<file path="src/rtl/mbrtu_pkg.sv">
package mbrtu_pkg;

   localparam int MAX_FRAME_BYTES = 256;
   localparam int COUNT_W = $clog2(MAX_FRAME_BYTES + 1);
   localparam int QUEUE_DEPTH = 4;
   localparam int QUEUE_AW = $clog2(QUEUE_DEPTH);

   localparam logic [15:0] CRC_POLY = 16'hA001;
   localparam logic [15:0] CRC_INIT = 16'hFFFF;
   localparam logic [7:0] BROADCAST_ADDR = 8'h00;
   localparam logic [7:0] STATION_RESET = 8'h01;

   typedef enum logic [1:0] {
      KIND_RX_BYTE = 2'd0,
      KIND_GAP = 2'd1,
      KIND_TX_BYTE = 2'd2,
      KIND_UNUSED = 2'd3
   } in_kind_type;

   typedef enum logic [1:0] {
      OUT_RX_BYTE = 2'd0,
      OUT_VERDICT = 2'd1,
      OUT_TX_BYTE = 2'd2,
      OUT_TX_REJECT = 2'd3
   } out_kind_type;

   typedef enum logic [1:0] {
      STATUS_NO_FRAME = 2'd0,
      STATUS_CRC_GOOD = 2'd1,
      STATUS_CRC_ERROR = 2'd2,
      STATUS_UNUSED = 2'd3
   } status_type;

   // work records passed from front to back
   typedef enum logic [2:0] {
      ACT_RX_BYTE,
      ACT_VERDICT,
      ACT_TX_BYTE,
      ACT_TX_FINAL,
      ACT_TX_REJECT
   } act_op_type;

   typedef struct packed {
      logic [1:0] kind;
      logic [7:0] data_byte;
      logic tx_final;
   } req_type;

   typedef struct packed {
      logic [1:0] out_kind;
      logic [7:0] out_byte;
      logic [1:0] frame_status;
      logic [8:0] frame_length;
      logic [15:0] crc_error_total;
      logic last;
   } rsp_type;

   typedef struct packed {
      act_op_type op;
      logic [7:0] data_byte;
      status_type status;
      logic [8:0] length;
      logic [15:0] err_total;
      logic [15:0] crc;
   } act_type;

   // one byte through the reflected crc-16, bit by bit
   function automatic logic [15:0] crc_feed(input logic [15:0] crc, input logic [7:0] b);
      logic [15:0] c;
      c = crc ^ {8'h00, b};
      for (int i = 0; i < 8; i++) begin
         if (c[0]) begin
            c = (c >> 1) ^ CRC_POLY;
         end else begin
            c = c >> 1;
         end
      end
      return c;
   endfunction

endpackage

</file>
<file path="src/rtl/mbrtu_front.sv">
module mbrtu_front
   import mbrtu_pkg::*;
(
   input logic clock,
   input logic reset,
   input logic req_push,
   input req_type req_item,
   output logic req_full,
   input logic csr_valid,
   input logic [7:0] csr_data,
   input logic q_full,
   output logic q_push,
   output act_type q_item
);

   logic [7:0] station_ff;
   logic [15:0] crc_ff, crc_in;
   logic [COUNT_W-1:0] count_ff, count_in;
   logic match_ff, match_in;
   logic [7:0] prev_ff, prev_in;
   logic [7:0] prev2_ff, prev2_in;
   logic tx_allowed_ff, tx_allowed_in;
   logic rx_enabled_ff, rx_enabled_in;
   logic tx_active_ff, tx_active_in;
   logic [15:0] err_ff, err_in;

   logic accept;
   logic addr_hit;
   logic [15:0] crc_base;
   logic [15:0] crc_tx;

   assign req_full = q_full;
   assign accept = req_push && !q_full;
   assign addr_hit = (req_item.data_byte == BROADCAST_ADDR) ||
                     (req_item.data_byte == station_ff);
   assign crc_base = tx_active_ff ? crc_ff : CRC_INIT;
   assign crc_tx = crc_feed(crc_base, req_item.data_byte);

   always_comb begin
      crc_in = crc_ff;
      count_in = count_ff;
      match_in = match_ff;
      prev_in = prev_ff;
      prev2_in = prev2_ff;
      tx_allowed_in = tx_allowed_ff;
      rx_enabled_in = rx_enabled_ff;
      tx_active_in = tx_active_ff;
      err_in = err_ff;
      q_push = 1'b0;
      q_item.op = ACT_RX_BYTE;
      q_item.data_byte = req_item.data_byte;
      q_item.status = STATUS_NO_FRAME;
      q_item.length = 9'd0;
      q_item.err_total = err_ff;
      q_item.crc = crc_tx;
      if (accept) begin
         case (req_item.kind)
            KIND_RX_BYTE: begin
               if (rx_enabled_ff) begin
                  tx_allowed_in = 1'b0;
                  if (count_ff == '0) begin
                     match_in = addr_hit;
                     if (addr_hit) begin
                        crc_in = CRC_INIT;
                     end else begin
                        count_in = COUNT_W'(1);
                     end
                  end
                  if ((count_ff == '0) ? addr_hit : match_ff) begin
                     if (count_ff > COUNT_W'(1)) begin
                        crc_in = crc_feed(crc_ff, prev2_ff);
                     end
                     if (count_ff < COUNT_W'(MAX_FRAME_BYTES)) begin
                        count_in = count_ff + COUNT_W'(1);
                     end
                     prev2_in = prev_ff;
                     prev_in = req_item.data_byte;
                     q_push = 1'b1;
                     q_item.op = ACT_RX_BYTE;
                  end
               end
            end
            KIND_GAP: begin
               q_item.op = ACT_VERDICT;
               q_item.length = 9'(count_ff);
               if (count_ff > COUNT_W'(2)) begin
                  if ({prev_ff, prev2_ff} == crc_ff) begin
                     q_item.status = STATUS_CRC_GOOD;
                  end else begin
                     q_item.status = STATUS_CRC_ERROR;
                     err_in = err_ff + 16'd1;
                  end
               end
               q_item.err_total = err_in;
               count_in = '0;
               tx_allowed_in = 1'b1;
               rx_enabled_in = 1'b1;
               tx_active_in = 1'b0;
               q_push = 1'b1;
            end
            KIND_TX_BYTE: begin
               q_push = 1'b1;
               if (!tx_active_ff && !tx_allowed_ff) begin
                  q_item.op = ACT_TX_REJECT;
               end else begin
                  tx_allowed_in = 1'b0;
                  rx_enabled_in = 1'b0;
                  crc_in = crc_tx;
                  tx_active_in = !req_item.tx_final;
                  q_item.op = req_item.tx_final ? ACT_TX_FINAL : ACT_TX_BYTE;
               end
            end
            default: begin
            end
         endcase
      end
   end

   always_ff @(posedge clock) begin
      if (reset) begin
         station_ff <= STATION_RESET;
         crc_ff <= CRC_INIT;
         count_ff <= '0;
         match_ff <= 1'b0;
         prev_ff <= 8'h00;
         prev2_ff <= 8'h00;
         tx_allowed_ff <= 1'b0;
         rx_enabled_ff <= 1'b0;
         tx_active_ff <= 1'b0;
         err_ff <= 16'd0;
      end else begin
         if (csr_valid) begin
            station_ff <= csr_data;
         end
         crc_ff <= crc_in;
         count_ff <= count_in;
         match_ff <= match_in;
         prev_ff <= prev_in;
         prev2_ff <= prev2_in;
         tx_allowed_ff <= tx_allowed_in;
         rx_enabled_ff <= rx_enabled_in;
         tx_active_ff <= tx_active_in;
         err_ff <= err_in;
      end
   end

endmodule

</file>
<file path="src/rtl/mbrtu_queue.sv">
module mbrtu_queue
   import mbrtu_pkg::*;
(
   input logic clock,
   input logic reset,
   input logic push,
   input act_type push_item,
   output logic full,
   input logic pop,
   output logic empty,
   output act_type head
);

   act_type slots_ff [QUEUE_DEPTH];
   logic [QUEUE_AW-1:0] wr_ff, wr_in;
   logic [QUEUE_AW-1:0] rd_ff, rd_in;
   logic [QUEUE_AW:0] fill_ff, fill_in;
   logic do_push, do_pop;

   assign full = (fill_ff == (QUEUE_AW+1)'(QUEUE_DEPTH));
   assign empty = (fill_ff == '0);
   assign head = slots_ff[rd_ff];
   assign do_push = push && !full;
   assign do_pop = pop && !empty;

   always_comb begin
      wr_in = do_push ? wr_ff + QUEUE_AW'(1) : wr_ff;
      rd_in = do_pop ? rd_ff + QUEUE_AW'(1) : rd_ff;
      fill_in = fill_ff;
      if (do_push && !do_pop) begin
         fill_in = fill_ff + (QUEUE_AW+1)'(1);
      end else if (do_pop && !do_push) begin
         fill_in = fill_ff - (QUEUE_AW+1)'(1);
      end
   end

   always_ff @(posedge clock) begin
      if (do_push) begin
         slots_ff[wr_ff] <= push_item;
      end
   end

   always_ff @(posedge clock) begin
      if (reset) begin
         wr_ff <= '0;
         rd_ff <= '0;
         fill_ff <= '0;
      end else begin
         wr_ff <= wr_in;
         rd_ff <= rd_in;
         fill_ff <= fill_in;
      end
   end

endmodule

</file>
<file path="src/rtl/mbrtu_back.sv">
module mbrtu_back
   import mbrtu_pkg::*;
(
   input logic clock,
   input logic reset,
   input logic q_empty,
   input act_type q_head,
   output logic q_pop,
   output logic rsp_empty,
   input logic rsp_pop,
   output rsp_type rsp_item
);

   localparam logic [1:0] SUB_CRC_HIGH = 2'd2;

   logic valid_ff, valid_in;
   logic [1:0] sub_ff, sub_in;
   rsp_type out_ff, out_in;
   logic take;
   logic last_sub;

   assign take = !q_empty && (!valid_ff || rsp_pop);
   assign last_sub = (q_head.op != ACT_TX_FINAL) || (sub_ff == SUB_CRC_HIGH);
   assign q_pop = take && last_sub;
   assign rsp_empty = !valid_ff;
   assign rsp_item = out_ff;

   always_comb begin
      out_in.out_kind = OUT_RX_BYTE;
      out_in.out_byte = q_head.data_byte;
      out_in.frame_status = STATUS_NO_FRAME;
      out_in.frame_length = 9'd0;
      out_in.crc_error_total = q_head.err_total;
      out_in.last = last_sub;
      case (q_head.op)
         ACT_RX_BYTE: begin
            out_in.out_kind = OUT_RX_BYTE;
         end
         ACT_VERDICT: begin
            out_in.out_kind = OUT_VERDICT;
            out_in.out_byte = 8'h00;
            out_in.frame_status = q_head.status;
            out_in.frame_length = q_head.length;
         end
         ACT_TX_BYTE: begin
            out_in.out_kind = OUT_TX_BYTE;
         end
         ACT_TX_FINAL: begin
            // message byte, then crc low, then crc high
            out_in.out_kind = OUT_TX_BYTE;
            if (sub_ff == 2'd1) begin
               out_in.out_byte = q_head.crc[7:0];
            end else if (sub_ff == SUB_CRC_HIGH) begin
               out_in.out_byte = q_head.crc[15:8];
            end
         end
         ACT_TX_REJECT: begin
            out_in.out_kind = OUT_TX_REJECT;
            out_in.out_byte = 8'h00;
         end
         default: begin
         end
      endcase
   end

   always_comb begin
      sub_in = sub_ff;
      valid_in = valid_ff;
      if (take) begin
         valid_in = 1'b1;
         sub_in = last_sub ? 2'd0 : sub_ff + 2'd1;
      end else if (rsp_pop) begin
         valid_in = 1'b0;
      end
   end

   always_ff @(posedge clock) begin
      if (take) begin
         out_ff <= out_in;
      end
   end

   always_ff @(posedge clock) begin
      if (reset) begin
         valid_ff <= 1'b0;
         sub_ff <= 2'd0;
      end else begin
         valid_ff <= valid_in;
         sub_ff <= sub_in;
      end
   end

endmodule

</file>
<file path="src/rtl/modbus_rtu_frame_engine_unit.sv">
// modbus rtu slave framer with crc-16 (poly 0xa001, init 0xffff). push items
// of kind received byte, silence gap or transmit byte; pop results in order.
// a received frame is taken when its first byte is 0 or the station address;
// its bytes come back as rx results and the gap yields one verdict with
// status, length and the wrapping crc error count. after a gap a message may
// be sent: each transmit byte comes back as a line byte and the byte marked
// tx_final is followed by crc low and crc high. reception stays off from the
// start of a transmission until the next gap. the front takes one item every
// cycle while the queue is not full and does all frame bookkeeping, including
// a full byte of crc, in that cycle; items are registered in a 4-entry work
// queue, and the back hands out one result per cycle from its output reg
// while results are popped; a final transmit byte yields three results.
// station_address resets to 1 and is written through the csr channel, which
// is always ready; write it only while no transfer is in flight.
module modbus_rtu_frame_engine_unit
   import mbrtu_pkg::*;
(
   input logic clock,
   input logic reset,
   // input item channel
   input logic req_push,
   output logic req_full,
   input req_type req_item,
   // result channel
   output logic rsp_empty,
   input logic rsp_pop,
   output rsp_type rsp_item,
   // station address register
   input logic csr_valid,
   output logic csr_ready,
   input logic [7:0] csr_data
);

   logic q_push, q_full, q_pop, q_empty;
   act_type q_item, q_head;

   assign csr_ready = 1'b1;

   // classify the item and update frame state
   mbrtu_front u_front (
      .clock(clock),
      .reset(reset),
      .req_push(req_push),
      .req_item(req_item),
      .req_full(req_full),
      .csr_valid(csr_valid),
      .csr_data(csr_data),
      .q_full(q_full),
      .q_push(q_push),
      .q_item(q_item)
   );

   // work records waiting for the back
   mbrtu_queue u_queue (
      .clock(clock),
      .reset(reset),
      .push(q_push),
      .push_item(q_item),
      .full(q_full),
      .pop(q_pop),
      .empty(q_empty),
      .head(q_head)
   );

   // expand records into result transfers
   mbrtu_back u_back (
      .clock(clock),
      .reset(reset),
      .q_empty(q_empty),
      .q_head(q_head),
      .q_pop(q_pop),
      .rsp_empty(rsp_empty),
      .rsp_pop(rsp_pop),
      .rsp_item(rsp_item)
   );

endmodule

</file>
<file path="config.mk">
export PLATFORM = sky130hd
export DESIGN_NAME = modbus_rtu_frame_engine_unit
export DESIGN_NICKNAME = d
export VERILOG_FILES = /design/src/rtl/mbrtu_pkg.sv /design/src/rtl/mbrtu_front.sv /design/src/rtl/mbrtu_queue.sv /design/src/rtl/mbrtu_back.sv /design/src/rtl/modbus_rtu_frame_engine_unit.sv
export SDC_FILE = /design/constraint.sdc
export NUM_CORES = 1
export LEC_CHECK = 0
export BUFFER_PORTS_ARGS = -buffer_cell sky130_fd_sc_hd__clkbuf_2
export CAP_MARGIN = 20
export CORE_ASPECT_RATIO = 1.25
export CORE_MARGIN = 4
export CORE_UTILIZATION = 47
export CTS_CLUSTER_SIZE = 14
export DETAILED_ROUTE_END_ITERATION = 6
export GPL_ROUTABILITY_DRIVEN = 0
export HOLD_SLACK_MARGIN = 0.06
export PLACE_DENSITY_LB_ADDON = 0.12
export SYNTH_ARGS = -nofsm -noshare
export SYNTH_HDL_FRONTEND = slang
export SYNTH_SLANG_ARGS = --single-unit
</file>
<file path="constraint.sdc">
create_clock -name clock -period 4.43 [get_ports clock]
set_input_delay 0.886 -clock clock [delete_from_list [all_inputs] [get_ports clock]]
set_output_delay 0.886 -clock clock [all_outputs]
set_load 0.03 [all_outputs]
</file>
==> reports/metrics.json <==
{
  "status": "complete, no violations",
  "placement.cell_area_um2": 15200,
  "placed_cells": 1450,
  "power_leakage_nw": 5.51,
  "clock_path_buffers": 3,
  "core_area_um2": 30200,
  "ir_worst_vdd_uv": 327,
  "timing.max_cap.violations": 0,
  "synth-edff-count": 254,
  "post-route-worst-setup-slack_ns": 0.989,
  "ys_dominant_reg_cell": "sky130_fd_sc_hd__edfxtp_1",
  "hold_path.class": "reg2reg",
  "ctsRootBufferMaster": "sky130_fd_sc_hd__clkbuf_16",
  "netlist_area_um2": 14500,
  "setup_repair_after_global_routing_missed_its_margin": "no",
  "ys.warnings.count": 0,
  "synth.distinct_cells": 64,
  "flow.area_growth_from_synthesis_pct": 12.7,
  "final_cell_area_um2": 16300,
  "floorplan.die.width_um": 165,
  "netlist_instances": 1032,
  "total_of_hold_buffers_inserted_after_clock_tree_synthesis": 0,
  "max_freq_ghz": 0.291,
  "finalHoldViolations": 0,
  "final_max_slew_viol_count": 0,
  "detailroute.via_count": 8203,
  "synthesis.area_per_instance_um2": 14.0,
  "wire_per_inst_um": 20.4,
  "worst-endpoint-required_ns": 4.86,
  "clock_tree_from_tritoncts": "done",
  "post_route_cells_drive_above_1_share_pct": 18.7,
  "crit_type": "reg2reg",
  "synthTopCellsByArea": "sky130_fd_sc_hd__edfxtp_1 (53%), sky130_fd_sc_hd__dfxtp_1 (11%), sky130_fd_sc_hd__mux4_2 (8.4%)",
  "setup-tns-final_ns": 0,
  "io_pins": 65,
  "numCtsBuffers": 34,
  "grt_antenna_before_repair": 0,
  "cts.clk_slew.worst_paths_ns": 0.06,
  "yosys_register_bits": 335,
  "drt_drc_violations_left": 0,
  "dpl_worst_slack_ns": 0.673,
  "final_antenna_net_count": 0,
  "post-cts-setup-buffer-count": 0,
  "count_of_endpoints_failing_setup_in_the_final_report": 0,
  "mostFrequentLayoutCells": "sky130_fd_sc_hd__edfxtp_1 (254), sky130_fd_sc_hd__nand2_1 (87), sky130_fd_sc_hd__dfxtp_1 (79)",
  "dieArea_um2": 33700,
  "r2r_setup_slack_ns": 0.99,
  "io_buffer_count": 63,
  "synth_async_sr_flop_share_pct": 0,
  "numClockSinks": 335,
  "grt_first_pass_wirelength_um": 48100,
  "grt_util_all_layers_pct": 18.7,
  "source_to_sink_clock_delay_at_the_later_pin_of_the_worst_skew_pair_ns": 0.52,
  "grt_overflow_total": 0,
  "rows": 71,
  "final.min_clock_period_ns": 3.44,
  "clock_skew_ns": 0.0224,
  "synth.top_cell.area_share_pct": 52.7,
  "drt_iter0_markers": 466,
  "slew_headroom_pct": 35.4,
  "power-per-cell-area_nw_per_um2": 528,
  "post-dp-hpwl_um": 20400,
  "worst-slew-pin-transition_ns": 0.969,
  "pin_count_of_the_biggest_net_entering_global_routing": 55,
  "final.period_utilization_pct": 77.7,
  "die_y_extent_um": 204,
  "effective_utilization_at_floorplan_pct": 47.9,
  "post_cts_resized": 0,
  "path_max_fanout": 9,
  "n_antenna_cell": 0,
  "most_frequent_standard_cell_in_the_layout_excluding_fill_and_tap_cells": "sky130_fd_sc_hd__edfxtp_1",
  "synth_top_area_cell": "sky130_fd_sc_hd__edfxtp_1",
  "kind_of_start_point_of_the_critical_path": "flip-flop",
  "finalNonFillerCells": 1511,
  "via_count_of_the_first_global_routing_pass": 8406,
  "finish.utilization_pct": 54.0,
  "setup.worst_path.end_class": "flip-flop",
  "finish.net_count": 1130,
  "detailed_routing_iterations_pass_1": 5,
  "worst-endpoint-arrival_ns": 3.87,
  "sequential_area_share_after_synthesis_pct": 63.9,
  "wl_um": 30800,
  "vias_per_cell": 5.43,
  "synth.net_count": 1077,
  "cts.htree.levels": 2
}
-- power breakdown --
group          internal (mW)  switching [mW]
sequential              3.77           0.130
combinational          0.654            1.18
clock                   1.70            1.17
-- synth_stat cells, types with 3 or more instances --
cell / number
sky130_fd_sc_hd__edfxtp_1: 254
sky130_fd_sc_hd__nand2_1: 87
sky130_fd_sc_hd__dfxtp_1: 81
sky130_fd_sc_hd__a21oi_1: 63
sky130_fd_sc_hd__nor2_1: 55
sky130_fd_sc_hd__mux4_2: 54
sky130_fd_sc_hd__xnor2_1: 53
sky130_fd_sc_hd__clkbuf_1: 42
sky130_fd_sc_hd__nor2b_1: 31
sky130_fd_sc_hd__xor2_1: 28
sky130_fd_sc_hd__o21ai_0: 25
sky130_fd_sc_hd__inv_1: 23
sky130_fd_sc_hd__mux2i_1: 21
sky130_fd_sc_hd__ha_1: 20
sky130_fd_sc_hd__nand2b_1: 17
sky130_fd_sc_hd__nor3_1: 16
sky130_fd_sc_hd__and2_1: 14
sky130_fd_sc_hd__nand3_1: 14
sky130_fd_sc_hd__buf_2: 10
sky130_fd_sc_hd__nand4_1: 9
sky130_fd_sc_hd__o21bai_1: 9
sky130_fd_sc_hd__and3_1: 8
sky130_fd_sc_hd__a31oi_1: 7
sky130_fd_sc_hd__and3b_1: 7
sky130_fd_sc_hd__nor4_1: 5
sky130_fd_sc_hd__o211a_1: 5
sky130_fd_sc_hd__a211oi_1: 4
sky130_fd_sc_hd__buf_6: 4
sky130_fd_sc_hd__o21ai_1: 4
sky130_fd_sc_hd__o221ai_1: 4
sky130_fd_sc_hd__or3_1: 4
sky130_fd_sc_hd__a21o_1: 3
sky130_fd_sc_hd__buf_1: 3
sky130_fd_sc_hd__clkbuf_2: 3
sky130_fd_sc_hd__nand3b_1: 3
sky130_fd_sc_hd__o22a_1: 3
sky130_fd_sc_hd__o22ai_1: 3
sky130_fd_sc_hd__xnor3_1: 3
-- final cells by class --
class | instances | area (um2)
fill | 2561 | 13900
multi-input combinational | 610 | 4850
sequential | 335 | 9250
tap | 401 | 502
inverter | 24 | 90.1
clock buffer | 48 | 965
timing repair buffer | 80 | 493
clock inverter | 13 | 156
-- state kept, by name, indices dropped and copies added, names as in the netlist, named ones only --
name	cells
u_front.tx_active_ff	1
u_front.crc_ff	16
u_queue.wr_ff	2
u_front.match_ff	1
u_front.rx_enabled_ff	1
u_front.count_ff	9
u_front.station_ff	8
u_queue.fill_ff	3
u_front.prev_ff	8
u_back.sub_ff	2
u_front.tx_allowed_ff	1
u_back.valid_ff	1
u_queue.rd_ff	2
u_queue.slots_ff	216
u_back.rsp_item	38
u_front.err_ff	16
u_front.prev2_ff	8
-- worst paths after layout --
check	from	depth (start not counted)	to
worst max register to register	flip-flop	11	u_queue.fill_ff[2]$_SDFFE_PP0P_
worst max-delay path	flip-flop	11	u_queue.fill_ff[2]$_SDFFE_PP0P_
worst min-delay path	u_front.prev2_ff[4]$_SDFFE_PP0P_	2	u_front.prev2_ff[4]$_SDFFE_PP0P_
worst min register to register	u_front.prev2_ff[4]$_SDFFE_PP0P_	2	u_front.prev2_ff[4]$_SDFFE_PP0P_
-- metal layers --
layer	part of all wire, %	global-route usage, %	vias to the layer above
met4	2.5	5.65	0
met2	53	33.6	187
met1	41	23.6	4072
met5	0	0	-
li1	-	-	3904
met3	4.2	2.48	40
-- stage by stage --
stage | hold WS [ns] | power (mW)
2_1_floorplan | 0.445 | 5.31
3_3_place_gp | 0.455 | 5.82
3_5_place_dp | 0.460 | 5.85
4_1_cts | 0.471 | 8.73
5_1_grt | 0.498 | 9.01
6_report | 0.467 | 8.61
-- cell families (layout without fill, tap and decap cells) --
logic type	count (synthesis)	count (layout)	share of synthesized area, %
muxes	76	76	9.94
DFF	335	335	63.9
buffers and inverters	87	165	2.60
adders and majority gates	21	21	1.87
xor gates and xnor gates	85	85	5.48
other	1	1	0.0259
and+or+nand+nor	280	280	9.85
AOI/OAI and AO/OA	147	147	6.29
-- worst max-delay path: stages, from the launching register on --
cell	delay [ns]
sky130_fd_sc_hd__dfxtp_4	0.45
sky130_fd_sc_hd__mux4_2	0.56
sky130_fd_sc_hd__nand3b_1	0.42
sky130_fd_sc_hd__or2_2	0.44
sky130_fd_sc_hd__and2_1	0.20
sky130_fd_sc_hd__inv_1	0.07
sky130_fd_sc_hd__ha_1	0.17
sky130_fd_sc_hd__inv_1	0.06
sky130_fd_sc_hd__fa_1	0.37
sky130_fd_sc_hd__xor2_1	0.17
sky130_fd_sc_hd__or3_1	0.31
sky130_fd_sc_hd__a21oi_1	0.15
No activity file was read; power rests on OpenSTA's default activity.
